<file path="config.mk">
export PLATFORM = sky130hd
export DESIGN_NAME = force_index_ema_top
export DESIGN_NICKNAME = d
export VERILOG_FILES = /design/src/hw/rtl/fie_pkg.sv /design/src/hw/rtl/fie_div.sv /design/src/hw/rtl/fie_ctrl.sv /design/src/hw/rtl/fie_datapath.sv /design/src/hw/rtl/force_index_ema_top.sv
export SDC_FILE = /design/constraint.sdc
export NUM_CORES = 2
export LEC_CHECK = 0
export BUFFER_PORTS_ARGS = -buffer_cell sky130_fd_sc_hd__clkbuf_2
export CAP_MARGIN = 10
export CORE_MARGIN = 4
export CORE_UTILIZATION = 24
export DETAILED_ROUTE_END_ITERATION = 7
export PLACE_DENSITY = 0.4
export SLEW_MARGIN = 20
export SYNTH_ARGS = -nofsm -noshare
export SYNTH_HDL_FRONTEND = slang
export SYNTH_SLANG_ARGS = --single-unit
</file>
<file path="constraint.sdc">
create_clock -name aclk -period 11.2 [get_ports aclk]
set_input_delay 1.68 -clock aclk [delete_from_list [all_inputs] [get_ports aclk]]
set_output_delay 1.68 -clock aclk [all_outputs]
set_load 0.05 [all_outputs]
</file>
<file path="src/hw/rtl/fie_pkg.sv">
// Shared types and constants for the force index EMA block.
// Used by the controller, the datapath, the divider and the top level.
// No dependencies.
`default_nettype none

package fie_pkg;

    localparam int DATA_W  = 64;
    localparam int INDEX_W = 16;

    localparam logic signed [DATA_W-1:0] SAT_MAX = 64'sh7FFF_FFFF_FFFF_FFFF;

    // Reset values of the configuration registers.
    localparam logic [8:0]  PERIOD_RST = 9'd13;
    localparam logic [31:0] ALPHA_RST  = 32'd613566757;
    localparam logic [7:0]  WARMUP_RST = 8'd0;

    // Register indexes on the configuration port.
    localparam logic [1:0] REG_PERIOD = 2'd0;
    localparam logic [1:0] REG_ALPHA  = 2'd1;
    localparam logic [1:0] REG_WARMUP = 2'd2;

    typedef struct packed {
        logic [8:0]  period;
        logic [31:0] alpha;
        logic [7:0]  warmup;
    } fie_cfg_t;

    // Commands from the controller to the datapath.
    typedef struct packed {
        logic load;
        logic mul_force;
        logic make_force;
        logic seed_add;
        logic div_start;
        logic div_load;
        logic ema_diff;
        logic mul_lo;
        logic mul_hi;
        logic ema_q;
        logic ema_step;
        logic out_load;
    } fie_cmd_t;

    // Status from the datapath to the controller.
    typedef struct packed {
        logic first_bar;
        logic raw_mode;
        logic seeding;
        logic seed_end;
        logic emit;
        logic div_busy;
        logic out_free;
    } fie_stat_t;

endpackage

`default_nettype wire

</file>
<file path="src/hw/rtl/fie_div.sv">
// Iterative signed divider, one quotient bit per cycle, truncating toward zero.
// Used by the datapath to seed the EMA. Depends on fie_pkg.
`default_nettype none

module fie_div
    import fie_pkg::*;
#(
    parameter int DEN_W = 9
) (
    input  wire logic                     aclk,
    input  wire logic                     aresetn,
    input  wire logic                     start,
    input  wire logic signed [DATA_W-1:0] dividend,
    input  wire logic [DEN_W-1:0]         divisor,
    output logic                          busy,
    output logic signed [DATA_W-1:0]      quotient
);

    localparam int CNT_W = $clog2(DATA_W);

    logic              busy_reg;
    logic [CNT_W-1:0]  cnt_reg;
    logic              neg_reg;
    logic [DATA_W-1:0] quo_reg;
    logic [DEN_W-1:0]  rem_reg;
    logic [DEN_W-1:0]  den_reg;
    logic [DEN_W:0]    trial;
    logic              fits;

    assign trial = {rem_reg, quo_reg[DATA_W-1]};
    assign fits  = trial >= {1'b0, den_reg};

    always_ff @(posedge aclk) begin
        if (!aresetn) begin
            busy_reg <= 1'b0;
            cnt_reg  <= '0;
        end else if (start) begin
            busy_reg <= 1'b1;
            cnt_reg  <= CNT_W'(DATA_W - 1);
        end else if (busy_reg) begin
            if (cnt_reg == '0) begin
                busy_reg <= 1'b0;
            end
            cnt_reg <= cnt_reg - 1'b1;
        end
    end

    // The dividend register shifts out at the top while quotient bits enter below.
    always_ff @(posedge aclk) begin
        if (start) begin
            neg_reg <= dividend[DATA_W-1];
            quo_reg <= dividend[DATA_W-1] ? DATA_W'(-dividend) : DATA_W'(dividend);
            rem_reg <= '0;
            den_reg <= divisor;
        end else if (busy_reg) begin
            if (fits) begin
                rem_reg <= DEN_W'(trial - {1'b0, den_reg});
            end else begin
                rem_reg <= trial[DEN_W-1:0];
            end
            quo_reg <= {quo_reg[DATA_W-2:0], fits};
        end
    end

    assign busy     = busy_reg;
    assign quotient = neg_reg ? -$signed(quo_reg) : $signed(quo_reg);

endmodule

`default_nettype wire

</file>
<file path="src/hw/rtl/fie_ctrl.sv">
// Controller state machine: sequences one bar through the datapath.
// Drives fie_cmd_t commands and reads fie_stat_t status. Depends on fie_pkg.
`default_nettype none

module fie_ctrl
    import fie_pkg::*;
(
    input  wire logic      aclk,
    input  wire logic      aresetn,
    input  wire logic      s_tvalid,
    output logic           s_tready,
    input  wire fie_stat_t stat,
    output fie_cmd_t       cmd
);

    localparam logic [3:0] S_IDLE    = 4'd0;
    localparam logic [3:0] S_MUL     = 4'd1;
    localparam logic [3:0] S_FORCE   = 4'd2;
    localparam logic [3:0] S_SEED    = 4'd3;
    localparam logic [3:0] S_DIVGO   = 4'd4;
    localparam logic [3:0] S_DIVWAIT = 4'd5;
    localparam logic [3:0] S_DIFF    = 4'd6;
    localparam logic [3:0] S_MLO     = 4'd7;
    localparam logic [3:0] S_MHI     = 4'd8;
    localparam logic [3:0] S_SUMQ    = 4'd9;
    localparam logic [3:0] S_STEP    = 4'd10;
    localparam logic [3:0] S_OUT     = 4'd11;

    logic [3:0] state_reg;
    logic [3:0] state_next;

    always_ff @(posedge aclk) begin
        if (!aresetn) begin
            state_reg <= S_IDLE;
        end else begin
            state_reg <= state_next;
        end
    end

    always_comb begin
        state_next = state_reg;
        cmd        = '0;
        s_tready   = 1'b0;
        case (state_reg)
            S_IDLE: begin
                s_tready = 1'b1;
                if (s_tvalid) begin
                    cmd.load   = 1'b1;
                    state_next = S_MUL;
                end
            end
            S_MUL: begin
                // The first bar of a series only stores its close.
                if (stat.first_bar) begin
                    state_next = S_OUT;
                end else begin
                    cmd.mul_force = 1'b1;
                    state_next    = S_FORCE;
                end
            end
            S_FORCE: begin
                cmd.make_force = 1'b1;
                if (stat.raw_mode) begin
                    state_next = S_OUT;
                end else if (stat.seeding) begin
                    state_next = S_SEED;
                end else begin
                    state_next = S_DIFF;
                end
            end
            S_SEED: begin
                cmd.seed_add = 1'b1;
                state_next   = stat.seed_end ? S_DIVGO : S_OUT;
            end
            S_DIVGO: begin
                cmd.div_start = 1'b1;
                state_next    = S_DIVWAIT;
            end
            S_DIVWAIT: begin
                if (!stat.div_busy) begin
                    cmd.div_load = 1'b1;
                    state_next   = S_OUT;
                end
            end
            S_DIFF: begin
                cmd.ema_diff = 1'b1;
                state_next   = S_MLO;
            end
            S_MLO: begin
                cmd.mul_lo = 1'b1;
                state_next = S_MHI;
            end
            S_MHI: begin
                cmd.mul_hi = 1'b1;
                state_next = S_SUMQ;
            end
            S_SUMQ: begin
                cmd.ema_q  = 1'b1;
                state_next = S_STEP;
            end
            S_STEP: begin
                cmd.ema_step = 1'b1;
                state_next   = S_OUT;
            end
            S_OUT: begin
                if (!stat.emit) begin
                    state_next = S_IDLE;
                end else if (stat.out_free) begin
                    cmd.out_load = 1'b1;
                    state_next   = S_IDLE;
                end
            end
            default: begin
                state_next = S_IDLE;
            end
        endcase
    end

endmodule

`default_nettype wire

</file>
<file path="src/hw/rtl/fie_datapath.sv">
// Datapath: bar state, shared 32x32 multiplier, seed accumulator, EMA update
// and the output register. Instantiates fie_div. Depends on fie_pkg.
`default_nettype none

module fie_datapath
    import fie_pkg::*;
#(
    parameter int MAX_PERIOD  = 256,
    parameter int PRICE_BITS  = 24,
    parameter int VOLUME_BITS = 31
) (
    input  wire logic                   aclk,
    input  wire logic                   aresetn,
    input  wire fie_cfg_t               cfg,
    input  wire fie_cmd_t               cmd,
    output fie_stat_t                   stat,
    input  wire logic [PRICE_BITS-1:0]  close_price,
    input  wire logic [VOLUME_BITS-1:0] bar_volume,
    input  wire logic                   series_start,
    input  wire logic                   last_bar,
    output logic                        m_tvalid,
    input  wire logic                   m_tready,
    output logic signed [DATA_W-1:0]    m_force_value,
    output logic [INDEX_W-1:0]          m_bar_index,
    output logic                        m_last
);

    localparam int P_W = $clog2(MAX_PERIOD + 1);
    localparam logic signed [DATA_W:0] SUM_HI = 65'sh0_7FFF_FFFF_FFFF_FFFF;
    localparam logic signed [DATA_W:0] SUM_LO = -SUM_HI;

    // Running series state.
    logic [PRICE_BITS-1:0]    prev_close_reg;
    logic [INDEX_W-1:0]       bars_seen_reg;
    logic signed [DATA_W-1:0] seed_reg;
    logic signed [DATA_W-1:0] ema_reg;
    logic                     m_valid_reg;

    // Per-bar working registers.
    logic [INDEX_W-1:0]       b_reg;
    logic                     last_reg;
    logic [PRICE_BITS-1:0]    dmag_reg;
    logic                     dneg_reg;
    logic [VOLUME_BITS-1:0]   vol_reg;
    logic [DATA_W-1:0]        prod_reg;
    logic signed [DATA_W-1:0] force_reg;
    logic [DATA_W-1:0]        mag_reg;
    logic                     neg_reg;
    logic [31:0]              p0hi_reg;
    logic                     p0nz_reg;
    logic [DATA_W-1:0]        q_reg;
    logic signed [DATA_W-1:0] out_force_reg;
    logic [INDEX_W-1:0]       out_index_reg;
    logic                     out_last_reg;

    logic [INDEX_W-1:0]       b_new;
    logic [P_W-1:0]           p_eff;
    logic [31:0]              mul_a;
    logic [31:0]              mul_b;
    logic [DATA_W-1:0]        mul_p;
    logic signed [DATA_W:0]   seed_sum;
    logic signed [DATA_W-1:0] seed_next;
    logic signed [DATA_W-1:0] div_quot;
    logic                     div_busy;

    assign b_new = series_start ? '0 : bars_seen_reg;

    always_comb begin
        if (cfg.period == '0) begin
            p_eff = P_W'(1);
        end else if (32'(cfg.period) > 32'(MAX_PERIOD)) begin
            p_eff = P_W'(MAX_PERIOD);
        end else begin
            p_eff = P_W'(cfg.period);
        end
    end

    // One multiplier serves the raw force and both halves of the alpha product.
    always_comb begin
        if (cmd.mul_force) begin
            mul_a = 32'(dmag_reg);
            mul_b = 32'(vol_reg);
        end else begin
            mul_a = cmd.mul_hi ? mag_reg[63:32] : mag_reg[31:0];
            mul_b = cfg.alpha;
        end
    end
    assign mul_p = mul_a * mul_b;

    assign seed_sum = {seed_reg[DATA_W-1], seed_reg} + {force_reg[DATA_W-1], force_reg};

    always_comb begin
        if (seed_sum > SUM_HI) begin
            seed_next = SAT_MAX;
        end else if (seed_sum < SUM_LO) begin
            seed_next = -SAT_MAX;
        end else begin
            seed_next = seed_sum[DATA_W-1:0];
        end
    end

    fie_div #(
        .DEN_W (P_W)
    ) u_div (
        .aclk     (aclk),
        .aresetn  (aresetn),
        .start    (cmd.div_start),
        .dividend (seed_reg),
        .divisor  (p_eff),
        .busy     (div_busy),
        .quotient (div_quot)
    );

    always_ff @(posedge aclk) begin
        if (!aresetn) begin
            prev_close_reg <= '0;
            bars_seen_reg  <= '0;
            seed_reg       <= '0;
            ema_reg        <= '0;
            m_valid_reg    <= 1'b0;
        end else begin
            if (cmd.load) begin
                prev_close_reg <= close_price;
                bars_seen_reg  <= (b_new == '1) ? b_new : b_new + 1'b1;
                if (series_start) begin
                    seed_reg <= '0;
                    ema_reg  <= '0;
                end
            end
            if (cmd.seed_add) begin
                seed_reg <= seed_next;
            end
            if (cmd.div_load) begin
                ema_reg <= div_quot;
            end
            if (cmd.ema_step) begin
                ema_reg <= neg_reg ? ema_reg - $signed(q_reg) : ema_reg + $signed(q_reg);
            end
            if (cmd.out_load) begin
                m_valid_reg <= 1'b1;
            end else if (m_tready) begin
                m_valid_reg <= 1'b0;
            end
        end
    end

    always_ff @(posedge aclk) begin
        if (cmd.load) begin
            b_reg    <= b_new;
            last_reg <= last_bar;
            vol_reg  <= bar_volume;
            dneg_reg <= close_price < prev_close_reg;
            dmag_reg <= (close_price < prev_close_reg) ? prev_close_reg - close_price
                                                       : close_price - prev_close_reg;
        end
        if (cmd.mul_force || cmd.mul_lo || cmd.mul_hi) begin
            prod_reg <= mul_p;
        end
        if (cmd.make_force) begin
            force_reg <= dneg_reg ? -$signed(prod_reg) : $signed(prod_reg);
        end
        if (cmd.ema_diff) begin
            neg_reg <= force_reg < ema_reg;
            mag_reg <= (force_reg < ema_reg) ? DATA_W'(ema_reg - force_reg)
                                             : DATA_W'(force_reg - ema_reg);
        end
        // During the high half multiply the register still holds the low half.
        if (cmd.mul_hi) begin
            p0hi_reg <= prod_reg[63:32];
            p0nz_reg <= |prod_reg[31:0];
        end
        // A negative step is rounded toward minus infinity.
        if (cmd.ema_q) begin
            q_reg <= prod_reg + DATA_W'(p0hi_reg) + DATA_W'(neg_reg & p0nz_reg);
        end
        if (cmd.out_load) begin
            out_force_reg <= stat.raw_mode ? force_reg : ema_reg;
            out_index_reg <= b_reg;
            out_last_reg  <= last_reg;
        end
    end

    always_comb begin
        stat.first_bar = b_reg == '0;
        stat.raw_mode  = p_eff == P_W'(1);
        stat.seeding   = 32'(b_reg) <= 32'(p_eff);
        stat.seed_end  = 32'(b_reg) == 32'(p_eff);
        stat.emit      = 32'(b_reg) >= 32'(p_eff) + 32'(cfg.warmup);
        stat.div_busy  = div_busy;
        stat.out_free  = !m_valid_reg || m_tready;
    end

    assign m_tvalid      = m_valid_reg;
    assign m_force_value = out_force_reg;
    assign m_bar_index   = out_index_reg;
    assign m_last        = out_last_reg;

endmodule

`default_nettype wire

</file>
<file path="src/hw/rtl/force_index_ema_top.sv">
// Elder force index with EMA smoothing: configuration registers and stream ports.
// Instantiates fie_ctrl and fie_datapath. Depends on fie_pkg.
//
// Usage: bars enter on the s_ stream, one transfer per bar, and results leave on
// the m_ stream. A bar with series_start (s_tuser) set restarts the series as
// bar index 0. Bar 0 of a series gives no result; later bars give one result
// each from bar index period+warmup_extra on, with m_tlast echoing s_tlast.
// The block works on one bar at a time, and s_tready is high only when idle.
// Each bar's work follows the controller's sequence over the single shared
// 32x32 multiplier, with its own path for bar 0, for period one, while the seed
// sum accumulates, for an EMA update and for the bar that seeds the EMA, where
// the divider produces one quotient bit per cycle. A result appears on m_tvalid
// as the controller returns to idle and sits in an output register, so the next
// bar is taken while it waits. If the receiver holds m_tready low, the block
// stalls only when a second result is due.
// Reset (aresetn low, synchronous) clears the series state, the output valid and
// the registers to period 13, alpha 613566757 and warmup_extra 0.
// Registers must be written by the user over the APB-style port only while the
// block is idle; the block itself does not enforce this.
`default_nettype none

module force_index_ema_top
    import fie_pkg::*;
#(
    parameter int  MAX_PERIOD  = 256,
    parameter int  PRICE_BITS  = 24,
    parameter int  VOLUME_BITS = 31,
    localparam int S_TDATA_W   = ((PRICE_BITS + VOLUME_BITS + 7) / 8) * 8
) (
    input  wire logic                 aclk,
    input  wire logic                 aresetn,
    // APB-style configuration port
    input  wire logic                 psel,
    input  wire logic                 penable,
    input  wire logic                 pwrite,
    input  wire logic [3:0]           paddr,
    input  wire logic [31:0]          pwdata,
    output logic [31:0]               prdata,
    output logic                      pready,
    // Bar input stream
    input  wire logic                 s_tvalid,
    output logic                      s_tready,
    input  wire logic [S_TDATA_W-1:0] s_tdata,  // close_price, bar_volume, zero pad
    input  wire logic                 s_tlast,
    input  wire logic                 s_tuser,  // series_start
    // Result stream
    output logic                      m_tvalid,
    input  wire logic                 m_tready,
    output logic [79:0]               m_tdata,  // force_value, bar_index
    output logic                      m_tlast
);

    logic [8:0]  period_reg;
    logic [31:0] alpha_reg;
    logic [7:0]  warmup_reg;
    logic [1:0]  reg_index;
    logic        wr_en;

    fie_cfg_t                 cfg;
    fie_cmd_t                 cmd;
    fie_stat_t                stat;
    logic signed [DATA_W-1:0] force_value;
    logic [INDEX_W-1:0]       bar_index;

    assign pready    = 1'b1;
    assign reg_index = paddr[3:2];
    assign wr_en     = psel && penable && pwrite && pready;

    always_ff @(posedge aclk) begin
        if (!aresetn) begin
            period_reg <= PERIOD_RST;
            alpha_reg  <= ALPHA_RST;
            warmup_reg <= WARMUP_RST;
        end else if (wr_en) begin
            case (reg_index)
                REG_PERIOD: period_reg <= pwdata[8:0];
                REG_ALPHA:  alpha_reg  <= pwdata;
                REG_WARMUP: warmup_reg <= pwdata[7:0];
                default: begin
                end
            endcase
        end
    end

    always_comb begin
        case (reg_index)
            REG_PERIOD: prdata = 32'(period_reg);
            REG_ALPHA:  prdata = alpha_reg;
            REG_WARMUP: prdata = 32'(warmup_reg);
            default:    prdata = '0;
        endcase
    end

    assign cfg.period = period_reg;
    assign cfg.alpha  = alpha_reg;
    assign cfg.warmup = warmup_reg;

    fie_ctrl u_ctrl (
        .aclk     (aclk),
        .aresetn  (aresetn),
        .s_tvalid (s_tvalid),
        .s_tready (s_tready),
        .stat     (stat),
        .cmd      (cmd)
    );

    fie_datapath #(
        .MAX_PERIOD  (MAX_PERIOD),
        .PRICE_BITS  (PRICE_BITS),
        .VOLUME_BITS (VOLUME_BITS)
    ) u_datapath (
        .aclk          (aclk),
        .aresetn       (aresetn),
        .cfg           (cfg),
        .cmd           (cmd),
        .stat          (stat),
        .close_price   (s_tdata[PRICE_BITS-1:0]),
        .bar_volume    (s_tdata[PRICE_BITS +: VOLUME_BITS]),
        .series_start  (s_tuser),
        .last_bar      (s_tlast),
        .m_tvalid      (m_tvalid),
        .m_tready      (m_tready),
        .m_force_value (force_value),
        .m_bar_index   (bar_index),
        .m_last        (m_tlast)
    );

    assign m_tdata = {bar_index, force_value};

endmodule

`default_nettype wire

</file>
Word-level counts from Yosys, hierarchy flattened
Cells that the tools add are included.
Widths: inputs -> output; s select.
{ "op_classes": {"add_sub_neg": 16, "mul": 1, "order_cmp": 8, "n_eq_ne": 19, "mux": 59, "n_bitwise": 1, "n_reduce_logical": 24} }
{ "ops": {"columns": ["op", "n"], "rows": [
  ["$mux 64", 15],
  ["$neg 64->64", 3],
  ["$sub 64x64->64", 3],
  ["$add 64x64->64", 2],
  ["$mux 32", 3],
  ["$pmux 32 s3", 1],
  ["$add 64x64->65", 1],
  ["$gt 65x64->1 const B", 1],
  ["$lt 65x64->1 const B", 1],
  ["$add 64x32->64", 1],
  ["$lt 64x64->1", 1],
  ["$mul 32x32->64", 1],
  ["$pmux 4 s12", 1],
  ["$sub 24x24->24", 2],
  ["$ge 16x32->1", 1],
  ["$mux 16", 2],
  ["$reduce_or 32->1", 1],
  ["$mux 4", 7],
  ["$mux 9", 3],
  ["$lt 24x24->1", 1],
  ["$mux 24", 1],
  ["$mux 1", 23],
  ["$add 16x1->16 const B", 1],
  ["$eq 16x16->1 const B", 1],
  ["other kinds (31)", 51]
]} }
{ "totals": {"ff_bits": 756, "inputBits": 101, "out_inout_bits": 116, "word_cells": 158} }

Longest topological paths before layout
{ "logic_depth": {"depth_word": 8, "ltp_mapped": 42} }

Modules after synthesis
Synthesis repeated with hierarchy kept, for this count alone.
{ "unflattened": {"cells_unflattened": 9789, "hier_area_um2": 86990.9} }
{ "by_module_without_submodules": {"columns": ["module", "instances", "cells_per_inst", "area_each_um2"], "rows": [
  ["fie_datapath", 1, 8705, 77331.7],
  ["fie_div", 1, 752, 6892.9],
  ["force_index_ema_top", 1, 263, 2289.7],
  ["fie_ctrl", 1, 69, 476.7]
]} }

Worst setup path before layout
Ideal clock, no wire load.
{ "synth_timing": {"kind": "register -> register", "startpoint": "register u_ctrl.state_reg[3]", "endpoint": "register u_datapath.prod_reg[48], data pin", "setup_time_ns": 0.265, "t_arrival_ns": 10.001, "required_time_ns": 10.935, "setup_slack_ns": 0.934, "path_stages_with_launch": 36, "synth_period_minus_slack_ns": 10.266, "path_cell_list": "dfxtp_1 > clkbuf_1 > nand2b_1 > nor3_1 > clkbuf_1 > clkbuf_1 > mux2i_1 > nand2_1 > o21ai_1 > clkbuf_1 > nor2_1 > fa_1 > inv_1 > fa_1 > fa_1 > fa_1 > inv_1 > fa_1 > fa_1 > fa_1 > fa_1 > ha_1 > and3_1 > nor2b_1 > a211o_1 > a21oi_1 > nand3_1 > a31oi_1 > o311ai_0 > a31oi_1 > o21ai_0 > nand4_1 > nand2_1 > a21oi_1 > o21ai_0 > xor2_1"} }
{ "synth_between": {"elab_chain_len": 5, "elab_cells_between_ends": 8, "cone_classes": "1 x mul; 2 x eq/ne; 5 x mux"} }
{ "synth_lines": {"columns": ["element", "line_no", "source"], "rows": [
  ["start: declaration", "fie_ctrl.sv:29", "logic [3:0] state_reg;"],
  ["start signal: assignment", "fie_ctrl.sv:36", "state_reg <= state_next;"],
  ["$eq 4x4->1", "fie_ctrl.sv:44", "case (state_reg)"],
  ["$mux 1", "fie_ctrl.sv:44", null],
  ["$mux 32", "fie_datapath.sv:84", "mul_a = cmd.mul_hi ? mag_reg[63:32] : mag_reg[31:0];"],
  ["$mux 32", "fie_datapath.sv:80", "if (cmd.mul_force) begin"],
  ["$mul 32x32->64 *", "fie_datapath.sv:88", "assign mul_p = mul_a * mul_b;"],
  ["net u_datapath.mul_p[48]", "fie_datapath.sv:60", "logic [DATA_W-1:0] mul_p;"],
  ["end signal: assignment", "fie_datapath.sv:157", "prod_reg <= mul_p;"],
  ["end: declaration", "fie_datapath.sv:45", "logic [DATA_W-1:0] prod_reg;"]
]} }
Mark *: on every way through the listed nets, which the timed path passes. The rest lies on a longest branch.
A chain may end at the register's enable or synchronous reset.

Worst setup path after layout
{ "layout_timing": {"startpoint": "register u_ctrl.state_reg[3]", "endpoint": "register u_datapath.prod_reg[63], data pin"} }
Same word-level chain as after synthesis.

==> out/summary.txt <==
Outcome = complete, no violations
Vias/cell = 4.818
Commonest non-fill, non-tap cell in the layout = inv_1
Slew @ Worst Pin = 1.117 ns
Initial DRC count = 5503
Vias in the first global route = 71940
Hold Path Depth = 0
Hold path endpoint = u_datapath.m_last
Area of the multi-input gates = 58940 um2
FMAX = 93.67 MHz
Final Cycle Share = 95.32%
Max-cap violation count = 0
Syn Area/Cell = 8.858 um2
Final nets = 11480
Layout area overhead = 14.92%
Synthesis-stage register bit count = 756
Ys Warns = 0
CP Buf/Inv Count = 10
First-pass GRT wire length = 520.1 mm
IO buf count = 212
R2r setup slk = 0.52 ns
Top FF cell, synth = edfxtp_1
Wire length per cell = 24.61 um
# rows = 218
Top cell type by total area after synthesis = fa_1
CTS root buffer = clkbuf_16
Slew headroom = 25.05%
Total wire length = 361.5 mm
Die footprint = 364700 um2
Die height = 603.9 um
# H-tree levels = 3
Routability cong. = 0.9308
FF/Latch Area = 20320 um2
CP Capture Type = flip-flop
1st-pass router iterations = 8
Share of cells above drive strength 1 = 9.131%
Post-CTS Setup Repair Bufs = 0
Sequential fraction of the synthesis area = 23.84%
Commonest non-fill, non-tap cells in the layout = 1189 x inv_1, 1122 x nand2_1, 906 x fa_1
DP HPWL = 303.6 mm
Worst skew pair latency = 0.86 ns
Hold_sp = u_datapath.last_reg
Initial antenna violation count = 42
Largest net degree at the start of global routing = 82
Crit path largest cell delay = 0.61 ns
Synth top area cells = fa_1 21%, edfxtp_1 18%, ha_1 9.4%
CTS Buffer Depth = 4
Core Box Area = 353200 um2
CP Max Fanout = 13
Post-Syn Instances = 9622
Startpoint types = flip-flop
WP data arrival = 11.22 ns
TritonCTS clock tree = yes
Critical path depth = 39
Residual DRC = 0
Num CTS Buffers = 107
Slew Viols, Final = 0
Slowest cell on crit path = o21ai_1
# clock sinks = 756
Fillers = 37820
Distinct cell type count after synthesis = 88
Vias after detailed routing = 70760
Post-synthesis instance area = 85230 um2
Clk pin slew, worst setup/hold paths = 0.06 ns
Initial Util = 24.13%
Die width = 603.9 um
Syn Nets = 11270
Reg2Reg Launch Point = u_ctrl.state_reg[3]
CP Data Required Time = 11.74 ns
GRT Overall Usage = 19.42%
GR Overflow Total = 0
Worst Skew = 0.07460 ns
Final Critical Period = 10.68 ns
Crit path max-delay family = adder cells
Final hold violations = 0
Post-synth EDFFs = 518
Worst-case reg-to-reg path depth = 39
Total negative slack = 0 ns
IO Pins = 217
Post-synth top area share = 21.28%
Post-synth ARST share = 0%
Hold WC Path Type = flip-flop to flip-flop
Worst path most repeated cell = fa_1
CP Class = flip-flop to flip-flop
Finish-stage setup viols = 0
R2r endpoint = u_datapath.prod_reg[63]
RSZ-0062 raised after global routing = no
ANT nets after route = 0
-- Yosys cell counts (all sizes together) (112+ instances only) --
master / n
inv: 1191
nand2: 1123
fa: 906
nor2: 885
ha: 638
o21ai: 523
edfxtp: 518
a21oi: 475
clkbuf: 469
xnor2: 374
a21o: 264
dfxtp: 238
xor2: 207
and2: 147
nor2b: 133
mux2i: 129
nand3: 112
-- how the worst max path moves through the flow --
stage                              endpoint                 start  slack, ns
floorplan           u_datapath.prod_reg[48]   u_ctrl.state_reg[3]       0.93
global placement    u_datapath.prod_reg[59]  u_datapath.b_reg[15]       0.18
detailed placement  u_datapath.prod_reg[59]  u_datapath.b_reg[15]       0.06
CTS                 u_datapath.prod_reg[63]  u_datapath.b_reg[15]       0.19
global route        u_datapath.prod_reg[63]  u_datapath.b_reg[15]      0.009
finish              u_datapath.prod_reg[63]   u_ctrl.state_reg[3]       0.52
-- cell type report --
class / count / area share [%]
multi-input combinational: 7180 / 60.18
sequential: 756 / 20.75
tap: 4730 / 6.042
timing repair buffer: 598 / 4.721
inverter: 1193 / 4.574
clock buffer: 130 / 2.864
clock inverter: 65 / 0.7831
antenna: 36 / 0.09198
-- routing by layer --
layer | up-vias | GRT usage [%] | wire length (um)
met1 | 35730 | 25.63 | 158000
met5 | - | 0 | 40
li1 | 32640 | - | -
met2 | 1957 | 31.93 | 167500
met3 | 432 | 2.572 | 18410
met4 | 6 | 7.997 | 17540
-- worst reg2reg max path, delay by kind of cell (launching register included) --
kind	cells	cell delay (ns)
AOI/OAI and AO/OA	12	2.61
xor gates and xnor gates	1	0.12
adders and majority gates	9	4.16
buffers and inverters	10	1.94
DFF	1	0.47
muxes	1	0.24
and+or+nand+nor	6	0.84
-- per-stage QoR --
step,hold WS [ns],util (%),worst slack [ns],cells,instance area (um2)
final,0.4195,27.73,0.5243,14690,97950
after global placement,0.4014,26.67,0.1824,14460,94220
after floorplan,0.4003,-,0.9344,9622,85230
after detailed placement,0.4052,26.68,0.05619,14460,94240
after CTS,0.4157,27.69,0.1871,14650,97820
after global routing,0.4308,27.72,0.008700,14680,97930
-- what timing repair did --
action	in CTS	in global routing
endpoints found under the setup margin	1	6
resized for setup	1	9
hold buffers	0	0
-- logic make-up (layout without fill, tap and decap cells) --
kind of cell	after synthesis	count (layout)	share of synthesized area [%]
muxes	130	130	1.528
other	1	37	0.004400
xor gates and xnor gates	581	581	5.971
adders and majority gates	1546	1546	30.67
AOI/OAI and AO/OA	1944	1944	14.61
buffers and inverters	1686	1986	7.434
and+or+nand+nor	2978	2978	15.94
DFF	756	756	23.84
Power is not shown: default switching activity piles up to over one toggle a cycle in this logic, so the estimate is an artifact.
